**config.mk**
```make
export PLATFORM = sky130hd
export DESIGN_NAME = rwnt_front
export DESIGN_NICKNAME = d
export VERILOG_FILES = /design/src/hw/rtl/receive_window_nack_tracker_top_defines.svh /design/src/hw/rtl/rwnt_pkg.sv /design/src/hw/rtl/rwnt_front.sv
export SDC_FILE = /design/constraint.sdc
export NUM_CORES = 1
export LEC_CHECK = 0
export ABC_AREA = 1
export BUFFER_PORTS_ARGS = -buffer_cell sky130_fd_sc_hd__buf_4
export CORE_ASPECT_RATIO = 2
export CORE_MARGIN = 1.5
export CORE_UTILIZATION = 45
export CTS_BUF_LIST = sky130_fd_sc_hd__clkbuf_16
export CTS_CLUSTER_SIZE = 30
export DETAILED_ROUTE_END_ITERATION = 8
export PLACE_DENSITY = 0.7
export SLEW_MARGIN = 20
export SYNTH_ARGS = -nofsm -noshare
export SYNTH_HDL_FRONTEND = slang
export SYNTH_SLANG_ARGS = --single-unit
```
**constraint.sdc**
```tcl
create_clock -name clk -period 8.4 [get_ports clk]
set_input_delay 2.52 -clock clk [delete_from_list [all_inputs] [get_ports clk]]
set_output_delay 2.52 -clock clk [all_outputs]
set_load 0.05 [all_outputs]
```
**src/hw/rtl/receive_window_nack_tracker_top_defines.svh**
```systemverilog
// assertion macros for the receive window nack tracker
`ifndef RECEIVE_WINDOW_NACK_TRACKER_TOP_DEFINES_SVH
`define RECEIVE_WINDOW_NACK_TRACKER_TOP_DEFINES_SVH
`ifndef SYNTHESIS
// checked property, quiet while reset is held
`define RWNT_ASSERT(lbl, prop) \
  lbl: assert property (@(posedge clk) disable iff (!rst_n) prop) \
    else $error("rwnt check failed");
// checked property, also watched around reset
`define RWNT_ASSERT_ALWAYS(lbl, prop) \
  lbl: assert property (@(posedge clk) prop) \
    else $error("rwnt check failed");
`else
`define RWNT_ASSERT(lbl, prop)
`define RWNT_ASSERT_ALWAYS(lbl, prop)
`endif
`endif

```
**src/hw/rtl/rwnt_pkg.sv**
```systemverilog
// shared types and constants of the receive window nack tracker
package rwnt_pkg;

  localparam int SEQ_W  = 31;
  localparam int TIME_W = 32;
  localparam int HIST_W = 31;

  localparam logic [HIST_W-1:0] HIST_RESET = 31'd500000;
  localparam logic [SEQ_W-1:0]  SEQ_MAX    = {SEQ_W{1'b1}};

  // result kinds
  localparam logic [2:0] KIND_NACK     = 3'd0;
  localparam logic [2:0] KIND_DELIVER  = 3'd1;
  localparam logic [2:0] KIND_DROP_OLD = 3'd2;
  localparam logic [2:0] KIND_DROP_DUP = 3'd3;
  localparam logic [2:0] KIND_DROP_LEN = 3'd4;

  // register index of the history time
  localparam logic [0:0] REG_HISTORY = 1'b0;

  // one queued packet, classified by length check
  typedef struct packed {
    logic [SEQ_W-1:0]  seq;
    logic              len_bad;
    logic [TIME_W-1:0] now;
  } item_t;

  // status from the back end to the front end
  typedef struct packed {
    logic init_done;
    logic take;
  } back_stat_t;

endpackage

```
**src/hw/rtl/rwnt_front.sv**
```systemverilog
// front end: accepts packets, flags bad lengths, two entry queue
module rwnt_front (
  input  logic                clk,
  input  logic                rst_n,
  input  logic                in_valid,
  output logic                in_ready,
  input  logic [30:0]         in_seq_number,
  input  logic                in_length_matches,
  input  logic [31:0]         in_now_us,
  input  rwnt_pkg::back_stat_t stat,
  output logic                q_valid,
  output rwnt_pkg::item_t     q_item
);

  rwnt_pkg::item_t slot_r [2];
  logic [1:0] cnt_r;
  logic       rd_r;
  logic       wr_r;
  logic       push;
  logic       pop;

  assign in_ready = stat.init_done && (cnt_r != 2'd2);
  assign push     = in_valid && in_ready;
  assign q_valid  = (cnt_r != 2'd0);
  assign pop      = q_valid && stat.take;
  assign q_item   = slot_r[rd_r];

  // queue pointers and count
  always_ff @(posedge clk) begin
    if (!rst_n) begin
      cnt_r <= 2'd0;
      rd_r  <= 1'b0;
      wr_r  <= 1'b0;
    end else begin
      if (push) wr_r <= ~wr_r;
      if (pop) rd_r <= ~rd_r;
      case ({push, pop})
        2'b10:   cnt_r <= cnt_r + 2'd1;
        2'b01:   cnt_r <= cnt_r - 2'd1;
        default: cnt_r <= cnt_r;
      endcase
    end
  end

  // queue storage with the length classification
  always_ff @(posedge clk) begin
    if (push) begin
      slot_r[wr_r].seq     <= in_seq_number;
      slot_r[wr_r].len_bad <= ~in_length_matches;
      slot_r[wr_r].now     <= in_now_us;
    end
  end

endmodule

```
==> Word level (Yosys, flattened, before mapping) <==
Memories as Yosys holds them, arrays and structs flattened. A register that Yosys moved wholly into a read port is not among the register bits.
Index checks and enable logic that the tools add are counted.
{ "totals": {"in_bits": 69, "mem_count": 1, "reg_bits": 4, "out_inout_bits": 66, "wordCells": 22, "mem_bits_rw": 128} }
{ "op_classes": {"mux": 5, "n_reduce_logical": 5, "bitwise": 3, "addsub": 2, "n_eq_ne": 3} }
{ "memory_table": {"columns": ["name", "depth", "width", "rd", "rd_ports_with_merged_regs", "write_ports", "line_no", "text"], "rows": [
  ["slot_r", 2, 64, 1, 1, 1, "rwnt_front.sv:15", "rwnt_pkg::item_t slot_r [2];"]
]} }
{ "ops": {"columns": ["op", "n"], "rows": [
  ["$mux W1", 4],
  ["$pmux W2 S2", 1],
  ["$reduce_bool A2 Y1", 2],
  ["$logic_and A1 B1 Y1", 3],
  ["$not A1 Y1", 3],
  ["$add A2 B1 Y2 const B", 1],
  ["$eq A2 B1 Y1 const B", 1],
  ["$eq A2 B2 Y1 const B", 1],
  ["$ne A2 B2 Y1 const B", 1],
  ["$sub A2 B1 Y2 const B", 1]
]} }

==> Longest topological paths before layout <==
Gate-level depths: netlist of run 1.
{ "logic_depth": {"ltp_word": 5, "mapped_depth": 9, "ltp_nobuf": 9} }

==> Least setup slack after synthesis of run 1 <==
Ideal clock, no wire load.
{ "synth_timing": {"path_kind": "input to output", "start": "in stat[1] (netlist bit)", "end": "out in_ready", "arrival_time_ns": 3.659, "path_slack_ns": 2.221, "t_required_ns": 5.880, "path_stages": 1, "path_cell_list": "a21boi_0"} }
{ "synth_via": {"elab_chain_cells": 1} }
{ "synth_lines": {"columns": ["element", "line_no", "text"], "rows": [
  ["start: declaration", "rwnt_front.sv:10", "input rwnt_pkg::back_stat_t stat,"],
  ["$logic_and A1 B1 Y1", "rwnt_front.sv:22", "assign in_ready = stat.init_done && (cnt_r != 2'd2);"],
  ["end: declaration", "rwnt_front.sv:6", "output logic in_ready,"]
]} }
No other way between the ends.

==> Worst setup path in the final report of run 1 <==
Ends and elaborated chain as after synthesis.

==> results.txt, run 1 <==
* Result of the run: complete, no violations
- Max-cap violations in this run came to 0.
- After detailed routing, the met2 layer carries 5460 um of wire.
- Post-Route Hold Slack: 502 ps
- The clock arrives with between 7 and 8 ps of skew.
* Most instantiated library cell after synthesis: sky130_fd_sc_hd__edfxtp_1
- Wire length of the first global-routing pass: roughly 14000 um
* Insertion delay of the later-clocked pin in the worst-skew pair: roughly 400 ps
- Of the total synthesized cell area, the portion taken by full adders, half adders and majority gates is 0.00242.
- Multi-input logic area: about 0.0011 mm^2
- Total of flip-flops plus latches after synthesis: approximately 130
- In the finished design, the share of the clock period the worst path needs comes to 0.658.
- CTS clk-pin slew, worst paths: 60 ps
- Synthesis instantiated 16 different standard cells from the library.
- The compound-gate portion of the synthesized area was 0.00483.
* GPL Wtd Cong: 0.725
- Total via count in the routed design: ~2600
- Critical path endpoint category: primary output
- Measured against the total synthesized area, the mux share comes to 0.183.
* Most common cell on crit path: sky130_fd_sc_hd__buf_4
- Summed over all nets, the half-perimeter wirelength after detailed placement is around 6000 um.
- In this run the mean area of a mapped cell was 21.7 um^2.
* Detailed-route wire length: ~9100 um
* Hold Violations, Final: 0
* Cell at the slowest stage of the critical path: sky130_fd_sc_hd__buf_4
* Net Count, Synth: around 310
- Among all flip-flop cells after synthesis, the most frequent one is sky130_fd_sc_hd__edfxtp_1.
- Total number of clock tree sinks: around 130
- Antenna Cells: 0
- Timing would allow up to between 150 and 200 MHz.
* Number of global-route vias before repair: between 2000 and 3000
- Number of fill cells: a little under 900
- Endpoint arrival time on the critical path: 3010 ps
* Synthesized cell area: between 0.005 and 0.006 mm^2
- Number of enable-type register cells in the synthesized netlist: ~130
- Met1 layer wirelength in the final routing: about 3100 um
- Worst Setup Slack post-DPL: 2880 ps
- Proportion of netlist area held by the largest area contributor: 0.742
- VDD IR max: ~0.19 mV
- Summed over all cells, the static leakage comes to ~0.0027 uW.
* Power density normalized to cell area: approximately 270 mW/mm^2
- For this block, the initial DRC count from the detailed router was between 100 and 150.
- After clock tree synthesis, the repair step resized 0 gates.
* Final Max Tran Viols: 0
* Top-level port count: 135
- Biggest cell delay along the critical path: around 220 ps
* Series of cell instances along the critical path: buf_4 > a21boi_0 > buf_4
- Setup-violating endpoint count in the final report: 0
- Setup slack closes at approximately 2900 ps.
* TritonCTS clock tree: yes
* Maximum count of clock buffers along a single path: 2
* Startpoint kind of the worst setup timing path: input port
- The floorplan step set the die width to between 70 and 80 um.
- Of the total synthesized cell area, the portion taken by XOR and XNOR cells is 0.
* Routed vias/inst: around 4.7
- Along the worst path, the maximum fanout reaches 3.
* Top cell types by occurrence after synthesis: sky130_fd_sc_hd__edfxtp_1 (128), sky130_fd_sc_hd__mux2_4 (60), sky130_fd_sc_hd__nand2_1 (9), sky130_fd_sc_hd__nor2_1 (9), sky130_fd_sc_hd__inv_1 (8)
- Hold repair after CTS inserted 0 buffers.
- Ratio of cells with drive above 1 in the final layout: 0.589
- For this run the aggregate overflow at the end of global routing stands at 0.
* RSZ-0062 raised after global routing: false
- Detail Route met3 WL: approximately 420 um
- Entering global routing, the biggest net connects 37 pins.
* Antenna-violating nets left: 0
- Number of warnings reported in the yosys synthesis log: 0
- Cts bufs inserted: 17
- Final #Nets: around 460
- Share of synthesized flip-flops with an asynchronous set or reset: 0
- Shortest period the worst path allows: around 5500 ps
- Main area contributors after synthesis: sky130_fd_sc_hd__edfxtp_1 (74%), sky130_fd_sc_hd__mux2_4 (17%), sky130_fd_sc_hd__buf_12 (2.3%)
- In the final routed layout, each cell accounts on average for approximately 17 um.
- Synthesized-area fraction occupied by and/or/nand/nor cells: 0.0174
- Sequential fraction of the synthesis area: 0.762
* Number of H-tree branching levels: 4
- In this run the vertical extent of the chip is 155 um.
- Synth area leader: sky130_fd_sc_hd__edfxtp_1
- First-pass iteration count of the detailed router: 4
- At the pin with the least slew margin, the transition time is 906 ps.
- After detailed routing, the number of remaining DRC violations is 0.
* Area of the core region: ~0.011 mm^2
* Hold/Removal Path Class: flip-flop to flip-flop
- The number of antenna violations at the first check in global routing came to 0.
- STA puts the critical path data required time at slightly below 6000 ps.
- PortBufs: 134
* FF/Latch Area: approximately 0.0039 mm^2
- Utilization after layout: 0.607
- Highest metal layer used by the detailed router: met4
- The initial utilization of the core area, before any placement, comes to 0.459.
- After synthesis, the largest family of logic cells by area is multiplexers.
* Remaining max-slew budget at the tightest pin: 0.395
- The area growth from synthesis to layout is 32.2%.
- By startpoint and endpoint, the worst setup path is classified as input port to primary output.
* Number of instances in the synthesized netlist: between 200 and 250
* Cell at the root of the clock tree: sky130_fd_sc_hd__clkbuf_16
* Die footprint: between 0.01 and 0.015 mm^2
* Total Routing Usage GR: 0.156
* Final setup TNS: 0 ps
* Site Rows: 55
- In this run the post-CTS setup repair buffer count came out at 0.
[through the flow]
step	cell area (um^2)	std cells	power, uW
after floorplan	5180	239	1080
after global placement	6260	511	1160
after detailed placement	6260	511	1170
after CTS	6850	543	1880
after global routing	6850	543	1920
final	6850	543	1860
[worst max-delay path, delay by kind of cell]
kind / cells / cell delay (ps)
buffers and inverters: 2 / 310
AOI/OAI and AO/OA: 1 / 170
[flip-flops by register name, indices dropped and copies added, names as in the netlist, named ones only]
name    count
cnt_r       2
wr_r        1
rd_r        1
slot_r    128
[cell type report]
class | instances | area share
Clock buffer | 17 | 0.0621
Tap cell | 142 | 0.0260
Timing Repair Buffer | 137 | 0.150
Sequential cell | 133 | 0.577
Inverter | 8 | 0.00439
Clock inverter | 15 | 0.0227
Multi-Input combinational cell | 91 | 0.158
[cell families after synthesis]
kind of cell             Yosys count
AO/OA/AOI/OAI                      4
adder cells (fa/ha/maj)            1
buffers and inverters             15
flip-flops                       133
multiplexers                      64
AND/OR/NAND/NOR                   22
[power breakdown]
part / internal (uW) / switching (uW)
clock: 438 / 271
combinational: 143 / 222
sequential: 763 / 20.2
[worst paths after layout]
kind / from / end / depth (start not counted) / slack, ps
hold reg to reg: rd_r / flip-flop / 2 / 500
setup / recovery: stat[1] / in_ready / 3 / 2870
setup reg to reg: cnt_r[0] / slot_r[0][21] / 5 / 6010
hold / removal: rd_r / flip-flop / 2 / 500
[per-layer routing]
metal / GRT usage / up-vias
met5: 0 / -
met4: 0.0668 / 0
met1: 0.148 / 1256
met2: 0.295 / 68
li1: - / 1220
met3: 0.0513 / 9
[layout by cell type, fill, tap and decap left out, types with 3 or more instances in the layout]
cell / instances
sky130_fd_sc_hd__mux2_2: 4
sky130_fd_sc_hd__mux2_4: 60
sky130_fd_sc_hd__clkinv_2: 4
sky130_fd_sc_hd__clkinvlp_4: 3
sky130_fd_sc_hd__edfxtp_1: 128
sky130_fd_sc_hd__dfxtp_1: 4
sky130_fd_sc_hd__clkbuf_16: 17
sky130_fd_sc_hd__inv_6: 4
sky130_fd_sc_hd__inv_1: 7
sky130_fd_sc_hd__nand2_1: 9
sky130_fd_sc_hd__nor2_1: 8
sky130_fd_sc_hd__buf_4: 137
(Power assumes the default switching activity.)
==> run 2: changes to the inputs <==
Settings changed: PLACE_DENSITY 0.7 to 0.72.
Clock period 8.4 ns to 4.7 ns, I/O delays scaled along.
==> run 2 against run 1 <==
Compared with the run above: clock power increased by 97%; non-clock buffer count unchanged; hold slack got worse by 7.8 ps; utilization is 0.62 points higher; sequential share of layout area fell by 0.58 points; die area did not move; largest power group unchanged; critical path type is now flip-flop to primary output.
==> results.txt, run 2 (synthesis results as in run 1) <==
- For this run, global-route usage on met3 was measured as 0.0484.
- Post-detailed-route DRC marker count: 0
* Largest registers: slot_r x128, cnt_r x2
- For this run the aggregate overflow at the end of global routing stands at 0.
- At the worst endpoint, the arrival time is about 2000 ps.
- The share of total power dissipated in sequential elements is 0.405.
* Hold_buf cts: 0
- The routed layout has 2614 vias.
- Routed wirelength normalized by instance count: 17.0 um
* Power density normalized to cell area: 500 mW/mm^2
- The worst hold path belongs to the class flip-flop to flip-flop.
* Busiest layer in global routing: met2
- Net switching share of the total power: 0.260
- First-pass iteration count of the detailed router: 4
- GPL Wtd Cong: around 0.7
* Timing-limited maximum frequency: between 200 and 300 MHz
- VDD IR max: 0.389 mV
* Register-to-register setup slack: around 2600 ps
- Ratio of cells with drive above 1 in the final layout: 0.579
- The worst setup path is of the flip-flop to primary output kind.
* Die boundary width: 78.9 um
* Antenna-violating nets left: 0
- Worst Setup Slack post-DPL: approximately 1400 ps
* Met2 track demand over resource: 0.300
* Cts bufs inserted: 17
- TritonCTS clock tree: yes
* Detailed-route wire length: 9220 um
* Post-CTS Resized: 0
- Pin count of the biggest net entering global routing: 65
* Hold Violations, Final: 0
- Total Power: around 3500 uW
* Critical path endpoint category: primary output
- Dividing the final minimum period by the clock period gives 0.725.
- Chip height: around 150 um
- Most frequent cells in the layout: sky130_fd_sc_hd__buf_4 (136), sky130_fd_sc_hd__edfxtp_1 (128), sky130_fd_sc_hd__mux2_4 (60), sky130_fd_sc_hd__clkbuf_16 (17), sky130_fd_sc_hd__nand2_1 (9)
- Total number of clock tree sinks: around 130
- Of the total power, combinational logic draws 0.190.
- The root buffer cell chosen for the clock tree is sky130_fd_sc_hd__clkbuf_16.
- Cell internal power was estimated by the tool at ~2600 uW.
- Final Max Tran Viols: 0
- Setup slack closes at roughly 1300 ps.
- No sink is reached through more buffers than the 2 on the longest clock path.
* Max reg flops: ~130
* Leading cell type in the layout, fill and taps excluded: sky130_fd_sc_hd__buf_4
- Placement-stage cell area: 0.00628 mm^2
* Lkg Pwr: around 0.0027 uW
- Antenna Cells: 0
- STA classifies the critical path startpoint as a flip-flop.
- Number of global-route vias before repair: approximately 2700
- Site Rows: 55
- In this run the count of I/O pins placed on the die edge is roughly 140.
- Fill cells in the final layout number about 850.
* Setup-violating endpoint count in the final report: 0
- For this run, the post-layout net count is between 400 and 500.
* Register ranked first by flip-flop count: slot_r
* Grt met1 use: 0.145
- At the pin with the least slew margin, the transition time is 869 ps.
- Insertion delay of the later-clocked pin in the worst-skew pair: 400 ps
- The die covers 0.0122 mm^2.
- The number of antenna violations at the first check in global routing is 0.
* Largest fanout on the critical path: 37
* Area added between synthesis and finish: 33.5%
- Initial Utilization: 0.459
- The first global-routing pass estimated between 10000 and 15000 um of wire.
- Final design instance area without fill: about 0.0069 mm^2
- The detailed router finished its first iteration with 140 violations.
- Number of H-tree branching levels: 4
* Clock network fraction of total power: 0.405
- Detailed-placement wirelength estimate: 6160 um
- Req. time, crit path: between 3000 and 4000 ps
* CTS clk-pin slew, worst paths: 50 ps
- In the routed layout, each cell is associated on average with a via count of between 4 and 5.
- Shortest period the worst path allows: about 3400 ps
* Switching power of the nets: ~900 uW
* Area of the core region: 0.0113 mm^2
- Remaining max-slew budget at the tightest pin: 0.421
- Final setup TNS: 0 ps
- RSZ-0062 raised after global routing: false
* Final clock skew: around 5.7 ps
- Across every metal layer, demand over resource in global routing totals 0.160.
- Count of max-cap constraint violations: 0
* PortBufs: 134
- Once the clock tree was built, the setup fixing pass inserted 0 buffers.
- Result of the run: complete, no violations
-- run 2: final timing paths --
| path | start | endpoint | depth (start not counted) |
|---|---|---|---|
| setup / recovery | flip-flop | q_item[14] | 3 |
| hold / removal | rd_r | rd_r | 2 |
| setup reg to reg | cnt_r[0] | slot_r[1][60] | 5 |
| hold reg to reg | rd_r | rd_r | 2 |
-- run 2: power by group through the flow --
stage | Sequential [uW] | Clock (uW) | Combinational [uW]
final | 1400 | 1400 | 656
after global routing | 1410 | 1480 | 684
after CTS | 1400 | 1430 | 664
after detailed placement | 1430 | 0 | 663
after global placement | 1420 | 0 | 656
after floorplan | 1400 | 0 | 520
-- run 2: final cells by class --
cell class	count	area [um^2]	share of cell area
clock inverters	15	213	0.0308
inverters	8	30.0	0.00434
multi-input cells	91	1080	0.156
well taps	142	178	0.0257
repair buffers	137	1040	0.151
clock buffers	17	425	0.0615
flip-flops and latches	133	3950	0.571
-- run 2: per-stage QoR --
stage                     hold WS (ps)   util  std cells
after floorplan                    451      -        239
after global placement             474  0.556        511
after global routing               548  0.613        543
final                              494  0.613        543
after CTS                          510  0.613        543
after detailed placement           498  0.556        511
-- run 2: worst max-delay path, cell delays in order, from the launching register on --
cell and delay, ps:
sky130_fd_sc_hd__dfxtp_4 690, sky130_fd_sc_hd__buf_12 350, sky130_fd_sc_hd__mux2_4 340, sky130_fd_sc_hd__buf_4 190
-- run 2: routing by layer --
| layer | up-vias | wire, um |
|---|---|---|
| met5 | - | 0 |
| li1 | 1223 | - |
| met3 | 21 | 464 |
| met4 | 0 | 276 |
| met1 | 1277 | 2880 |
| met2 | 93 | 5600 |
